<file path="config.mk">
export PLATFORM = sky130hd
export DESIGN_NAME = lru_key_value_cache_unit
export DESIGN_NICKNAME = d
export VERILOG_FILES = /design/src/lkv_pkg.sv /design/src/lkv_cell.sv /design/src/lru_key_value_cache_unit.sv
export SDC_FILE = /design/constraint.sdc
export NUM_CORES = 2
export LEC_CHECK = 0
export BUFFER_PORTS_ARGS = -buffer_cell sky130_fd_sc_hd__buf_4
export CELL_PAD_IN_SITES_DETAIL_PLACEMENT = 1
export CELL_PAD_IN_SITES_GLOBAL_PLACEMENT = 1
export CORE_ASPECT_RATIO = 0.5
export CORE_MARGIN = 2
export CORE_UTILIZATION = 40
export CTS_CLUSTER_SIZE = 12
export DETAILED_ROUTE_END_ITERATION = 12
export PLACE_DENSITY_LB_ADDON = 0.1
export SYNTH_ARGS = -nofsm -noshare
export SYNTH_HDL_FRONTEND = slang
export SYNTH_SLANG_ARGS = --single-unit
</file>
<file path="constraint.sdc">
create_clock -name clk -period 13.2 [get_ports clk]
set_input_delay 0.66 -clock clk [delete_from_list [all_inputs] [get_ports clk]]
set_output_delay 0.66 -clock clk [all_outputs]
set_load 0.01 [all_outputs]
</file>
<file path="src/lkv_pkg.sv">
// lkv_pkg: shared types and constants for the lru key/value cache
// depends on nothing; imported by the cell, the top level and the checker
`default_nettype none

package lkv_pkg;

    // default sizes of the store
    localparam int DEPTH_DEF      = 16;
    localparam int KEY_BITS_DEF   = 32;
    localparam int VALUE_BITS_DEF = 32;

    // fixed widths of the stream fields
    localparam int OP_BITS          = 3;
    localparam int KEY_FIELD_BITS   = 32;
    localparam int VALUE_FIELD_BITS = 32;

    // entry limit register
    localparam int                    MAX_ENTRIES_BITS  = 5;
    localparam logic [MAX_ENTRIES_BITS-1:0] MAX_ENTRIES_RESET = 5'd16;

    // command codes
    typedef enum logic [OP_BITS-1:0] {
        OP_ADD     = 3'd0,
        OP_REMOVE  = 3'd1,
        OP_GET     = 3'd2,
        OP_TOUCH   = 3'd3,
        OP_DISCARD = 3'd4,
        OP_CLEAR   = 3'd5
    } lkv_op_t;

    // control broadcast from the sequencer to every cell
    typedef struct packed {
        logic    match;
        logic    update;
        lkv_op_t op;
        logic    any_hit;
    } lkv_ctrl_t;

endpackage

`default_nettype wire

</file>
<file path="src/lkv_cell.sv">
// lkv_cell: one slot of the cache, holding key, value, valid bit and recency age
// depends on lkv_pkg; instantiated in a row by lru_key_value_cache_unit
`default_nettype none

module lkv_cell
    import lkv_pkg::*;
#(
    parameter int AGE_BITS   = $clog2(DEPTH_DEF),
    parameter int CNT_BITS   = $clog2(DEPTH_DEF + 1),
    parameter int KEY_BITS   = KEY_BITS_DEF,
    parameter int VALUE_BITS = VALUE_BITS_DEF
)
(
    input  wire                   clk,
    input  wire                   rst_n,
    input  wire  lkv_ctrl_t       ctrl,
    input  wire  [KEY_BITS-1:0]   key_in,
    input  wire  [VALUE_BITS-1:0] value_in,
    input  wire  [AGE_BITS-1:0]   hit_age,
    input  wire  [AGE_BITS-1:0]   tail_age,
    input  wire  [CNT_BITS-1:0]   lim_m1,
    input  wire                   claim_in,
    output logic                  claim_out,
    output logic                  hit,
    output logic [AGE_BITS-1:0]   age,
    output logic [VALUE_BITS-1:0] value
);

    logic                  valid_reg, valid_next;
    logic [AGE_BITS-1:0]   age_reg, age_next;
    logic                  hit_reg, hit_next;
    logic [KEY_BITS-1:0]   key_reg;
    logic [VALUE_BITS-1:0] value_reg;
    logic                  load;

    logic                  older, newer;
    logic                  valid1, valid2;
    logic [AGE_BITS-1:0]   age1;
    logic                  claim;

    // compare against the broadcast key
    assign hit   = valid_reg && (key_reg == key_in);
    assign age   = age_reg;
    assign value = value_reg;

    assign older = valid_reg && (age_reg > hit_age);
    assign newer = valid_reg && (age_reg < hit_age);

    // add: drop an old copy of the key, then evict beyond the limit
    always_comb
    begin
        valid1 = valid_reg;
        age1   = age_reg;
        if (ctrl.any_hit)
        begin
            if (hit_reg)
            begin
                valid1 = 1'b0;
            end
            else if (older)
            begin
                age1 = age_reg - AGE_BITS'(1);
            end
        end
        valid2 = valid1 && (CNT_BITS'(age1) < lim_m1);
    end

    // free slot claim ripples along the row, lowest index wins
    assign claim     = !valid2 && !claim_in;
    assign claim_out = claim_in || !valid2;

    // next slot state
    always_comb
    begin
        valid_next = valid_reg;
        age_next   = age_reg;
        hit_next   = hit_reg;
        load       = 1'b0;
        if (ctrl.match)
        begin
            hit_next = hit;
        end
        if (ctrl.update)
        begin
            unique case (ctrl.op)
                OP_ADD:
                begin
                    if (claim)
                    begin
                        valid_next = 1'b1;
                        age_next   = '0;
                        load       = 1'b1;
                    end
                    else if (valid2)
                    begin
                        valid_next = 1'b1;
                        age_next   = age1 + AGE_BITS'(1);
                    end
                    else
                    begin
                        valid_next = 1'b0;
                        age_next   = '0;
                    end
                end
                OP_REMOVE:
                begin
                    if (ctrl.any_hit)
                    begin
                        if (hit_reg)
                        begin
                            valid_next = 1'b0;
                            age_next   = '0;
                        end
                        else if (older)
                        begin
                            age_next = age_reg - AGE_BITS'(1);
                        end
                    end
                end
                OP_GET, OP_TOUCH:
                begin
                    if (ctrl.any_hit)
                    begin
                        if (hit_reg)
                        begin
                            age_next = '0;
                        end
                        else if (newer)
                        begin
                            age_next = age_reg + AGE_BITS'(1);
                        end
                    end
                end
                OP_DISCARD:
                begin
                    if (ctrl.any_hit)
                    begin
                        if (hit_reg)
                        begin
                            age_next = tail_age;
                        end
                        else if (older)
                        begin
                            age_next = age_reg - AGE_BITS'(1);
                        end
                    end
                end
                OP_CLEAR:
                begin
                    valid_next = 1'b0;
                    age_next   = '0;
                end
                default:
                begin
                    valid_next = valid_reg;
                end
            endcase
        end
    end

    // slot control state
    always_ff @(posedge clk or negedge rst_n)
    begin
        if (!rst_n)
        begin
            valid_reg <= 1'b0;
            age_reg   <= '0;
            hit_reg   <= 1'b0;
        end
        else
        begin
            valid_reg <= valid_next;
            age_reg   <= age_next;
            hit_reg   <= hit_next;
        end
    end

    // slot payload, written on insert only
    always_ff @(posedge clk)
    begin
        if (load)
        begin
            key_reg   <= key_in;
            value_reg <= value_in;
        end
    end

endmodule

`default_nettype wire

</file>
<file path="src/lru_key_value_cache_unit.sv">
// lru_key_value_cache_unit: fully associative key/value cache ordered by recency
// depends on lkv_pkg and lkv_cell; a row of DEPTH cells under a small sequencer
//
//  channel   direction  handshake                     content
//  s_axis    in         s_axis_tvalid/s_axis_tready   tuser op, tdata key and value
//  m_axis    out        m_axis_tvalid/m_axis_tready   tuser found, tdata read_value
//  cfg       in         cfg_wr_en                     cfg_wr_data max_entries
//
// every command passes a match state, where all cells compare the key and the hit
// age and value are collected, then an update state, where every cell applies its
// recency update; the next command is taken during that update state.
// the update cycle waits while a previous result still sits in the output register.
// reset empties the store at once and sets the entry limit to 16.
`default_nettype none

module lru_key_value_cache_unit
    import lkv_pkg::*;
#(
    parameter int DEPTH      = DEPTH_DEF,
    parameter int KEY_BITS   = KEY_BITS_DEF,
    parameter int VALUE_BITS = VALUE_BITS_DEF
)
(
    input  wire                        clk,
    input  wire                        rst_n,
    // commands
    input  wire                        s_axis_tvalid,
    output logic                       s_axis_tready,
    input  wire  [63:0]                s_axis_tdata,   // key[31:0], value[63:32]
    input  wire  [OP_BITS-1:0]         s_axis_tuser,   // op[2:0]
    // results
    output logic                       m_axis_tvalid,
    input  wire                        m_axis_tready,
    output logic [31:0]                m_axis_tdata,   // read_value[31:0]
    output logic                       m_axis_tuser,   // found[0]
    // entry limit register
    input  wire                        cfg_wr_en,
    input  wire  [MAX_ENTRIES_BITS-1:0] cfg_wr_data
);

    localparam int AW = $clog2(DEPTH);
    localparam int CW = $clog2(DEPTH + 1);
    localparam int LW = (CW > MAX_ENTRIES_BITS) ? CW : MAX_ENTRIES_BITS;

    typedef enum logic [1:0] {
        ST_IDLE,
        ST_MATCH,
        ST_UPDATE
    } state_t;

    state_t                state_reg;
    logic                  out_valid_reg;
    logic                  found_reg;
    logic [31:0]           read_value_reg;

    lkv_op_t               op_reg;
    logic [KEY_BITS-1:0]   key_reg;
    logic [VALUE_BITS-1:0] value_reg;
    logic                  any_hit_reg;
    logic [AW-1:0]         hit_age_reg;
    logic [VALUE_BITS-1:0] hit_value_reg;
    logic [CW-1:0]         count_reg, count_next;
    logic [MAX_ENTRIES_BITS-1:0] max_entries_reg;

    logic                  accept;
    logic                  upd_go;
    lkv_ctrl_t             ctrl;

    logic [KEY_BITS+KEY_FIELD_BITS-1:0]     key_wide;
    logic [VALUE_BITS+VALUE_FIELD_BITS-1:0] value_wide;
    logic [VALUE_BITS+32-1:0]               rv_wide;

    logic [LW-1:0]         lim_raw, lim_eff;
    logic [CW-1:0]         lim_m1;
    logic [CW-1:0]         cnt_m1, cnt_add1, cnt_add2;
    logic [AW-1:0]         tail_age;

    logic                  cell_hit   [DEPTH];
    logic [AW-1:0]         cell_age   [DEPTH];
    logic [VALUE_BITS-1:0] cell_value [DEPTH];
    logic                  claim_in   [DEPTH];
    logic                  claim_out  [DEPTH];

    logic                  hit_any;
    logic [AW-1:0]         hit_age_or;
    logic [VALUE_BITS-1:0] hit_value_or;

    logic                  res_found;
    logic [31:0]           res_value;

    // handshakes
    assign upd_go        = (state_reg == ST_UPDATE) && (!out_valid_reg || m_axis_tready);
    assign s_axis_tready = (state_reg == ST_IDLE) || upd_go;
    assign accept        = s_axis_tvalid && s_axis_tready;

    assign m_axis_tvalid = out_valid_reg;
    assign m_axis_tdata  = read_value_reg;
    assign m_axis_tuser  = found_reg;

    // fit the stream fields to the stored widths
    assign key_wide   = {{KEY_BITS{1'b0}}, s_axis_tdata[KEY_FIELD_BITS-1:0]};
    assign value_wide = {{VALUE_BITS{1'b0}},
                         s_axis_tdata[KEY_FIELD_BITS+VALUE_FIELD_BITS-1:KEY_FIELD_BITS]};
    assign rv_wide    = {32'd0, hit_value_reg};

    // effective limit, clamped to 1..DEPTH
    assign lim_raw = LW'(max_entries_reg);
    always_comb
    begin
        priority if (lim_raw == '0)
        begin
            lim_eff = LW'(1);
        end
        else if (lim_raw > LW'(DEPTH))
        begin
            lim_eff = LW'(DEPTH);
        end
        else
        begin
            lim_eff = lim_raw;
        end
    end
    assign lim_m1 = CW'(lim_eff - LW'(1));

    // count arithmetic
    assign cnt_m1   = count_reg - CW'(1);
    assign tail_age = cnt_m1[AW-1:0];
    assign cnt_add1 = count_reg - CW'(any_hit_reg);
    assign cnt_add2 = (cnt_add1 > lim_m1) ? lim_m1 : cnt_add1;

    // cell control broadcast
    always_comb
    begin
        ctrl.match   = (state_reg == ST_MATCH);
        ctrl.update  = upd_go;
        ctrl.op      = op_reg;
        ctrl.any_hit = any_hit_reg;
    end

    // row of cells with the free slot claim chain
    for (genvar i = 0; i < DEPTH; i++)
    begin : g_cell
        if (i == 0)
        begin : g_first
            assign claim_in[i] = 1'b0;
        end
        else
        begin : g_next
            assign claim_in[i] = claim_out[i-1];
        end

        lkv_cell #(
            .AGE_BITS   (AW),
            .CNT_BITS   (CW),
            .KEY_BITS   (KEY_BITS),
            .VALUE_BITS (VALUE_BITS)
        ) u_cell (
            .clk       (clk),
            .rst_n     (rst_n),
            .ctrl      (ctrl),
            .key_in    (key_reg),
            .value_in  (value_reg),
            .hit_age   (hit_age_reg),
            .tail_age  (tail_age),
            .lim_m1    (lim_m1),
            .claim_in  (claim_in[i]),
            .claim_out (claim_out[i]),
            .hit       (cell_hit[i]),
            .age       (cell_age[i]),
            .value     (cell_value[i])
        );
    end

    // collect the single hit across the row
    always_comb
    begin
        hit_any      = 1'b0;
        hit_age_or   = '0;
        hit_value_or = '0;
        for (int i = 0; i < DEPTH; i++)
        begin
            hit_any      = hit_any | cell_hit[i];
            hit_age_or   = hit_age_or | (cell_hit[i] ? cell_age[i] : '0);
            hit_value_or = hit_value_or | (cell_hit[i] ? cell_value[i] : '0);
        end
    end

    // result and live count of the command in its update cycle
    always_comb
    begin
        res_found  = 1'b0;
        res_value  = '0;
        count_next = count_reg;
        unique case (op_reg)
            OP_ADD:
            begin
                res_found  = 1'b1;
                count_next = cnt_add2 + CW'(claim_out[DEPTH-1]);
            end
            OP_REMOVE:
            begin
                res_found = any_hit_reg;
                if (any_hit_reg)
                begin
                    count_next = cnt_m1;
                end
            end
            OP_GET:
            begin
                res_found = any_hit_reg;
                res_value = any_hit_reg ? rv_wide[31:0] : '0;
            end
            OP_TOUCH, OP_DISCARD:
            begin
                res_found = any_hit_reg;
            end
            OP_CLEAR:
            begin
                res_found  = 1'b1;
                count_next = '0;
            end
            default:
            begin
                res_found = 1'b0;
            end
        endcase
    end

    // sequencer and output register
    always_ff @(posedge clk or negedge rst_n)
    begin
        if (!rst_n)
        begin
            state_reg      <= ST_IDLE;
            out_valid_reg  <= 1'b0;
            found_reg      <= 1'b0;
            read_value_reg <= '0;
        end
        else
        begin
            unique case (state_reg)
                ST_IDLE:
                begin
                    if (accept)
                    begin
                        state_reg <= ST_MATCH;
                    end
                end
                ST_MATCH:
                begin
                    state_reg <= ST_UPDATE;
                end
                ST_UPDATE:
                begin
                    if (upd_go)
                    begin
                        state_reg <= accept ? ST_MATCH : ST_IDLE;
                    end
                end
                default:
                begin
                    state_reg <= ST_IDLE;
                end
            endcase

            if (upd_go)
            begin
                out_valid_reg  <= 1'b1;
                found_reg      <= res_found;
                read_value_reg <= res_value;
            end
            else if (m_axis_tready)
            begin
                out_valid_reg <= 1'b0;
            end
        end
    end

    // live count, hit flag and entry limit
    always_ff @(posedge clk or negedge rst_n)
    begin
        if (!rst_n)
        begin
            count_reg       <= '0;
            any_hit_reg     <= 1'b0;
            max_entries_reg <= MAX_ENTRIES_RESET;
        end
        else
        begin
            if (upd_go)
            begin
                count_reg <= count_next;
            end
            if (state_reg == ST_MATCH)
            begin
                any_hit_reg <= hit_any;
            end
            if (cfg_wr_en)
            begin
                max_entries_reg <= cfg_wr_data;
            end
        end
    end

    // command and hit payload
    always_ff @(posedge clk)
    begin
        if (accept)
        begin
            op_reg    <= lkv_op_t'(s_axis_tuser);
            key_reg   <= key_wide[KEY_BITS-1:0];
            value_reg <= value_wide[VALUE_BITS-1:0];
        end
        if (state_reg == ST_MATCH)
        begin
            hit_age_reg   <= hit_age_or;
            hit_value_reg <= hit_value_or;
        end
    end

endmodule

`default_nettype wire

</file>
After elaboration in Yosys (flattened, before gate mapping)
Cells that the tools add are included.

cells by class
  add/subtract/negate cells = 52
  order comparisons = 50
  equal/unequal tests = 44
  mux-type cells = 379
  bitwise gates (word level) = 45
  reduce and logical (&&, ||, !) cells = 157

operators by type and width
  cell                                                                count
  4-bit two-way mux                                                   207
  32-bit two-way mux                                                  18
  32-bit == test                                                      16
  32-bit bitwise OR                                                   15
  4-bit one-hot mux with 5 select lines                               16
  4-bit by 1-bit adder with 4-bit output, second input constant       32
  1-bit two-way mux                                                   113
  6-bit AND reduction                                                 16
  1-bit logical AND                                                   81
  4-bit by 5-bit < comparator with 1-bit output                       16
  4-bit greater-than comparator                                       16
  4-bit < comparator                                                  16
  4-bit by 1-bit subtractor with 4-bit output, second input constant  16
  4-bit bitwise OR                                                    15
  3-bit by 1-bit != test with 1-bit output, second input constant     16
  1-bit one-hot mux with 3 select lines                               16
  1-bit zero test                                                     31
  5-bit two-way mux                                                   4
  1-bit logical OR                                                    17
  1-bit bitwise OR                                                    15
  5-bit one-hot mux with 3 select lines                               1
  2-bit != test, second input constant                                5
  5-bit by 1-bit subtractor with 5-bit output, second input constant  2
  3-bit by 2-bit == test with 1-bit output, second input constant     2
  21 further kinds                                                    25

storage, ports and cells
  bits in registers = 1270
  output and inout bits = 35

Logic depth before layout (Yosys ltp)
  word-level depth = 27
  gate-level depth with buffers = 25
  depth with buffers taken out = 24

Hierarchy
Synthesis repeated with hierarchy kept, for this count alone.

unflattened totals
  cell total of the unflattened synthesis = 4285
  area, all modules = 60045.1 um^2

by module, submodules not included
  module                           times used  cells each  area an instance (um^2)  sequential area each (um^2)
  lkv_cell (g_cell[0].u_cell ...)  11          226         3244.4                   2072.0
  lru_key_value_cache_unit         1           707         8456.9                   4270.3
  lkv_cell (g_cell[7].u_cell ...)  2           217         3180.6                   2072.0
  lkv_cell (g_cell[15].u_cell)     1           221         3193.1                   2072.0
  lkv_cell (g_cell[6].u_cell)      1           220         3189.3                   2072.0
  lkv_cell (g_cell[9].u_cell)      1           217         3156.8                   2072.0

Worst setup path after synthesis
Ideal clock, no wire load.

  path kind = register to register
  from = register max_entries_reg[1], in the netlist lim_raw[1]
  to = register g_cell[6].u_cell.key_reg[0] (enable)
  setup time = 0.666 ns
  arrival time = 10.582 ns
  data required time = 12.534 ns
  path slack = 1.952 ns
  cell stages (with the launch flop) = 16
  path buffers = 1
  clock period less this slack = 11.248 ns
  path through = dfrtp_1 nor3_1 o21a_1 inv_2 buf_2 ha_1 xnor2_1 ha_1 a21oi_1 nor2b_1 or4_1 o22ai_1 nand3_2 nor2_2 nand2_1 nor4b_1

between the ends
  word-level cells in the longest chain between the ends = 17

RTL lines
  item                                             line                             source
  start, declared                                  lru_key_value_cache_unit.sv:63   logic [MAX_ENTRIES_BITS-1:0] max_entries_reg;
  start signal, assigned                           lru_key_value_cache_unit.sv:300  max_entries_reg <= cfg_wr_data;
  5-bit greater-than comparator                    lru_key_value_cache_unit.sv:114  else if (lim_raw > LW'(DEPTH))
  5-bit two-way mux                                lru_key_value_cache_unit.sv:114
  5-bit two-way mux (*)                            lru_key_value_cache_unit.sv:110  priority if (lim_raw == '0)
  5-bit by 1-bit subtractor with 5-bit output (*)  lru_key_value_cache_unit.sv:123  assign lim_m1 = CW'(lim_eff - LW'(1));
  4-bit by 5-bit < comparator with 1-bit output    lkv_cell.sv:65                   valid2 = valid1 && (CNT_BITS'(age1) < lim_m1);
  1-bit logical AND                                lkv_cell.sv:65
  1-bit zero test (on tied branches)               n/a
  1-bit logical OR (5 in a row)                    lkv_cell.sv:70                   assign claim_out = claim_in || !valid2;
  1-bit zero test                                  lkv_cell.sv:69                   assign claim = !valid2 && !claim_in;
  1-bit logical AND (*)                            lkv_cell.sv:69
  1-bit two-way mux (*)                            lkv_cell.sv:88                   if (claim)
  1-bit two-way mux (*)                            lkv_cell.sv:85                   unique case (ctrl.op)
  1-bit two-way mux (*)                            lkv_cell.sv:83                   if (ctrl.update)
  via g_cell[6].u_cell.load                        lkv_cell.sv:34                   logic load;
  end signal, assigned                             lkv_cell.sv:183                  key_reg <= key_in;
  end, declared                                    lkv_cell.sv:32                   logic [KEY_BITS-1:0] key_reg;

Mark *: on every way through the listed nets, which the timed path passes. The rest lies on a longest branch.
A chain may end at the register's enable or synchronous reset.

Worst setup path after layout
  from = register hit_age_reg[1]
  to = register g_cell[8].u_cell.key_reg[21] (enable)

between the ends
  word-level cells in the longest chain between the ends = 20

RTL lines
  item                                           line                             source
  start, declared                                lru_key_value_cache_unit.sv:60   logic [AW-1:0] hit_age_reg;
  start signal, assigned                         lru_key_value_cache_unit.sv:316  hit_age_reg <= hit_age_or;
  4-bit greater-than comparator                  lkv_cell.sv:46                   assign older = valid_reg && (age_reg > hit_age);
  1-bit logical AND                              lkv_cell.sv:46
  4-bit two-way mux                              n/a
  4-bit two-way mux                              lkv_cell.sv:56                   if (hit_reg)
  4-bit two-way mux                              lkv_cell.sv:54                   if (ctrl.any_hit)
  4-bit by 5-bit < comparator with 1-bit output  lkv_cell.sv:65
  1-bit logical AND                              lkv_cell.sv:65
  1-bit zero test (on tied branches)             n/a
  1-bit logical OR (7 in a row)                  lkv_cell.sv:70
  1-bit zero test                                lkv_cell.sv:69
  1-bit logical AND (*)                          lkv_cell.sv:69
  1-bit two-way mux (*)                          lkv_cell.sv:88
  1-bit two-way mux (*)                          lkv_cell.sv:85
  1-bit two-way mux (*)                          lkv_cell.sv:83
  via g_cell[8].u_cell.load                      lkv_cell.sv:34
  end signal, assigned                           lkv_cell.sv:183
  end, declared                                  lkv_cell.sv:32

Marked as above.

==> results by group <==
Status
  • Run status: completed

Floorplan
  • Die Wd: 539 um
  • FP Rows: 98
  • Starting Density: 40.2%
  • Boundary pin count: 112
  • Die area: 0.146 mm^2
  • Core area: 0.142 mm^2
  • Die height: 271 um

Clock network
  • Postcts setup bufs: 0
  • Hold Buf Count CTS: 1
  • Clk sinks: 1270
  • Htree depth: 3
  • CTS tree: built
  • CTS root buf: clkbuf_16
  • Clock tree buffer depth: 3
  • CTS Buf Count: 120
  • Clk_lat worst skew: 0.76 ns
  • CTS clk-pin slew, worst paths: 0.07 ns
  • Post-cts resize count: 0

Placement
  • HPWL Detailed: 107000 um
  • DP Area: 0.0606 mm^2
  • Port Buffers: 111
  • GPL Wtd Cong: 0.871

Yosys
  • Post-synth EDFFs: 1127
  • YS warnings: 0
  • Fraction of registers with async set/reset: 11.3%
  • Post-Syn Instances: 4088
  • Yosys reg bits: 1270
  • Main synth FF type: edfxtp_1
  • Top cell type's share of synthesized area: 59.2%
  • Post-Syn Nets: 4336
  • Cell area after synthesis: 0.0572 mm^2
  • Netlist cell types: 86
  • Syn Area/Cell: 14.0 um^2
  • Yosys top cell by area: edfxtp_1
  • Synth top area cells: edfxtp_1 (59%), dfrtp_1 (6.2%), xor2_1 (6.1%), ha_1 (3.7%), xnor2_1 (3.6%)
  • Register area share after synthesis: 65.5%

Cells and area
  • Commonest cells after routing, fill and taps aside: edfxtp_1 (1127), xor2_1 (398), xnor2_1 (237)
  • Layout cells sized above 1: 10.6%
  • Area grow syn2layout: 12.1%
  • Post-route cell area: 0.0641 mm^2
  • Filler cells: 14085
  • # nets final: 4454
  • Fin util: 45.0%
  • Commonest non-fill, non-tap cell in the layout: edfxtp_1

Timing
  • Post-layout min period: 7.19 ns
  • RSZ-0062 raised after global routing: false
  • Count of final setup violators: 0
  • Setup tns final: 0 ns
  • Final Hold Fails: 0
  • Final Slew Violations: 0
  • Slew at the pin closest to its max-slew limit: 1.13 ns
  • Relative slew slack: 24.9%
  • FMAX: 139 MHz
  • Final Skew: 0.0426 ns
  • Period utilisation layout: 54.5%

Power
  • P_int: 0.00698 W
  • Pwr Density: 157 mW/mm^2
  • P_sw: 0.00306 W
  • Clock share of power: 32.8%
  • Sw frac: 30.5%
  • VDD IR max: 0.000125 V
  • Seq pwr share: 48.8%
  • Pwr Total: 0.0100 W
  • Static leakage power: 21.8 nW
  • Combinational share of power: 18.5%

GRT
  • Total GRT Usage: 24.9%
  • Gr ovfl total: 0
  • Antenna violations before repair: 5
  • First-pass GRT wire length: 267000 um
  • Vias in the first global route: 37964
  • Largest net degree at the start of global routing: 65

Worst setup path
  • FF-to-FF Start: hit_age_reg[1]$_DFFE_PN_
  • Critical path class: flop to flop
  • Register-to-Register Path Depth: 17
  • FF-to-FF setup slack: 6.01 ns
  • Crit. End Element: flop
  • Maximum fanout along the worst path: 44
  • Crit path DAT: 7.55 ns
  • CP Launch Type: flop
  • WP data required: 13.56 ns
  • Reg2reg end: g_cell[8].u_cell.key_reg[21]$_DFFE_PP_

Route
  • WL final: 184000 um
  • DRT iter0 DRCs: 3046
  • DRC: 0
  • Via-per-instance ratio: 5.90
  • TritonRoute pass-1 iters: 5
  • Wire per inst: 29.7 um
  • Via count: 36542
  • Antenna-violating nets left: 0

Min path
  • Worst hold path depth: 1
  • Hold Path End: value_reg[9]$_DFFE_PP_
  • Worst min path class: primary input to flop
  • Hold path start: s_axis_tdata[41]

Job
  • Maxcap violations: 0
[stage by stage]
step,hold slack (ns),std cells,worst slack [ns]
2_1_floorplan,0.364,4088,1.95
3_3_place_gp,0.449,5983,6.21
3_5_place_dp,0.453,5983,6.13
4_1_cts,0.0210,6189,6.10
5_1_grt,0.0346,6189,5.74
6_report,0.0723,6191,6.01
[power by group through the flow]
| stage | clock network (W) | registers, W | logic (W) |
|---|---|---|---|
| floorplan | 0 | 0.00475 | 0.00133 |
| global placement | 0 | 0.00497 | 0.00177 |
| detailed placement | 0 | 0.00498 | 0.00184 |
| CTS | 0.00337 | 0.00489 | 0.00185 |
| global route | 0.00352 | 0.00492 | 0.00206 |
| finish | 0.00329 | 0.00490 | 0.00185 |
[area by class of cell]
type	count	area [um^2]	share of cell area, %
antenna	2	5.00	0.00781
clock buffer	190	3330	5.19
clock inverter	15	209	0.326
inverter	62	233	0.363
multi-input combinational	2527	18800	29.4
sequential	1270	37400	58.4
tap	1900	2380	3.71
timing repair buffer	225	1700	2.64
[cell families (layout without fill, tap and decap cells)]
logic type      after synthesis  after routing  synth area share, %
buf+inv                     291            492                 2.05
simple gates                809            809                 7.32
mux                          16             16                0.298
fa+ha+maj                   171            171                 3.74
compound gates              895            895                 11.4
flops                      1270           1270                 65.5
xor+xnor                    636            636                 9.74
other cells                   0              2                    0
[worst max-delay path, stage by stage, from the launching register on]
cell      delay [ns]
edfxtp_1        0.36
inv_1           0.67
ha_1            0.39
nand4_1         0.14
nand2_1         0.07
a21oi_1         0.40
nor4b_1         0.45
nand2_1         0.13
xnor2_1         0.25
ha_1            0.29
nor2b_1         0.13
or4_1           0.39
o22ai_1         0.57
nand3_2         0.36
nor3_2          0.47
nand2_2         0.23
nor2_4          0.79
buf_4           0.68
[metal layers]
layer | up-vias | wire length (um) | GRT usage (%)
met5 | - | 24 | 0
met4 | 4 | 4090 | 5.84
met3 | 242 | 9080 | 3.48
met2 | 938 | 85300 | 40.5
met1 | 19387 | 85200 | 35.5
li1 | 15971 | - | -
[Yosys cell counts, drive strengths merged (23+ instances only)]
cell type and instances:
edfxtp 1127, xor2 398, xnor2 238, nand2 218
a22o 189, a21oi 185, ha 171, a221oi 163
o21ai 158, clkbuf 152, dfrtp 142, nor2 128
nand4 117, nor4 104, nand3 80, buf 77
nor3 63, inv 61, a211oi 28, nor2b 23
[worst max-delay path by stage]
stage	end	slack, ns	startpoint
after floorplan	g_cell[6].u_cell.key_reg[0]$_DFFE_PP_	1.95	lim_raw[1]$_DFFE_PN0P_
after global placement	g_cell[8].u_cell.key_reg[1]$_DFFE_PP_	6.21	hit_age_reg[3]$_DFFE_PN_
after detailed placement	g_cell[8].u_cell.key_reg[4]$_DFFE_PP_	6.13	hit_age_reg[3]$_DFFE_PN_
after CTS	g_cell[8].u_cell.key_reg[21]$_DFFE_PP_	6.10	hit_age_reg[3]$_DFFE_PN_
after global routing	g_cell[8].u_cell.key_reg[21]$_DFFE_PP_	5.74	hit_age_reg[1]$_DFFE_PN_
final	g_cell[8].u_cell.key_reg[21]$_DFFE_PP_	6.01	hit_age_reg[1]$_DFFE_PN_
Power figures use the tool's default switching activity.
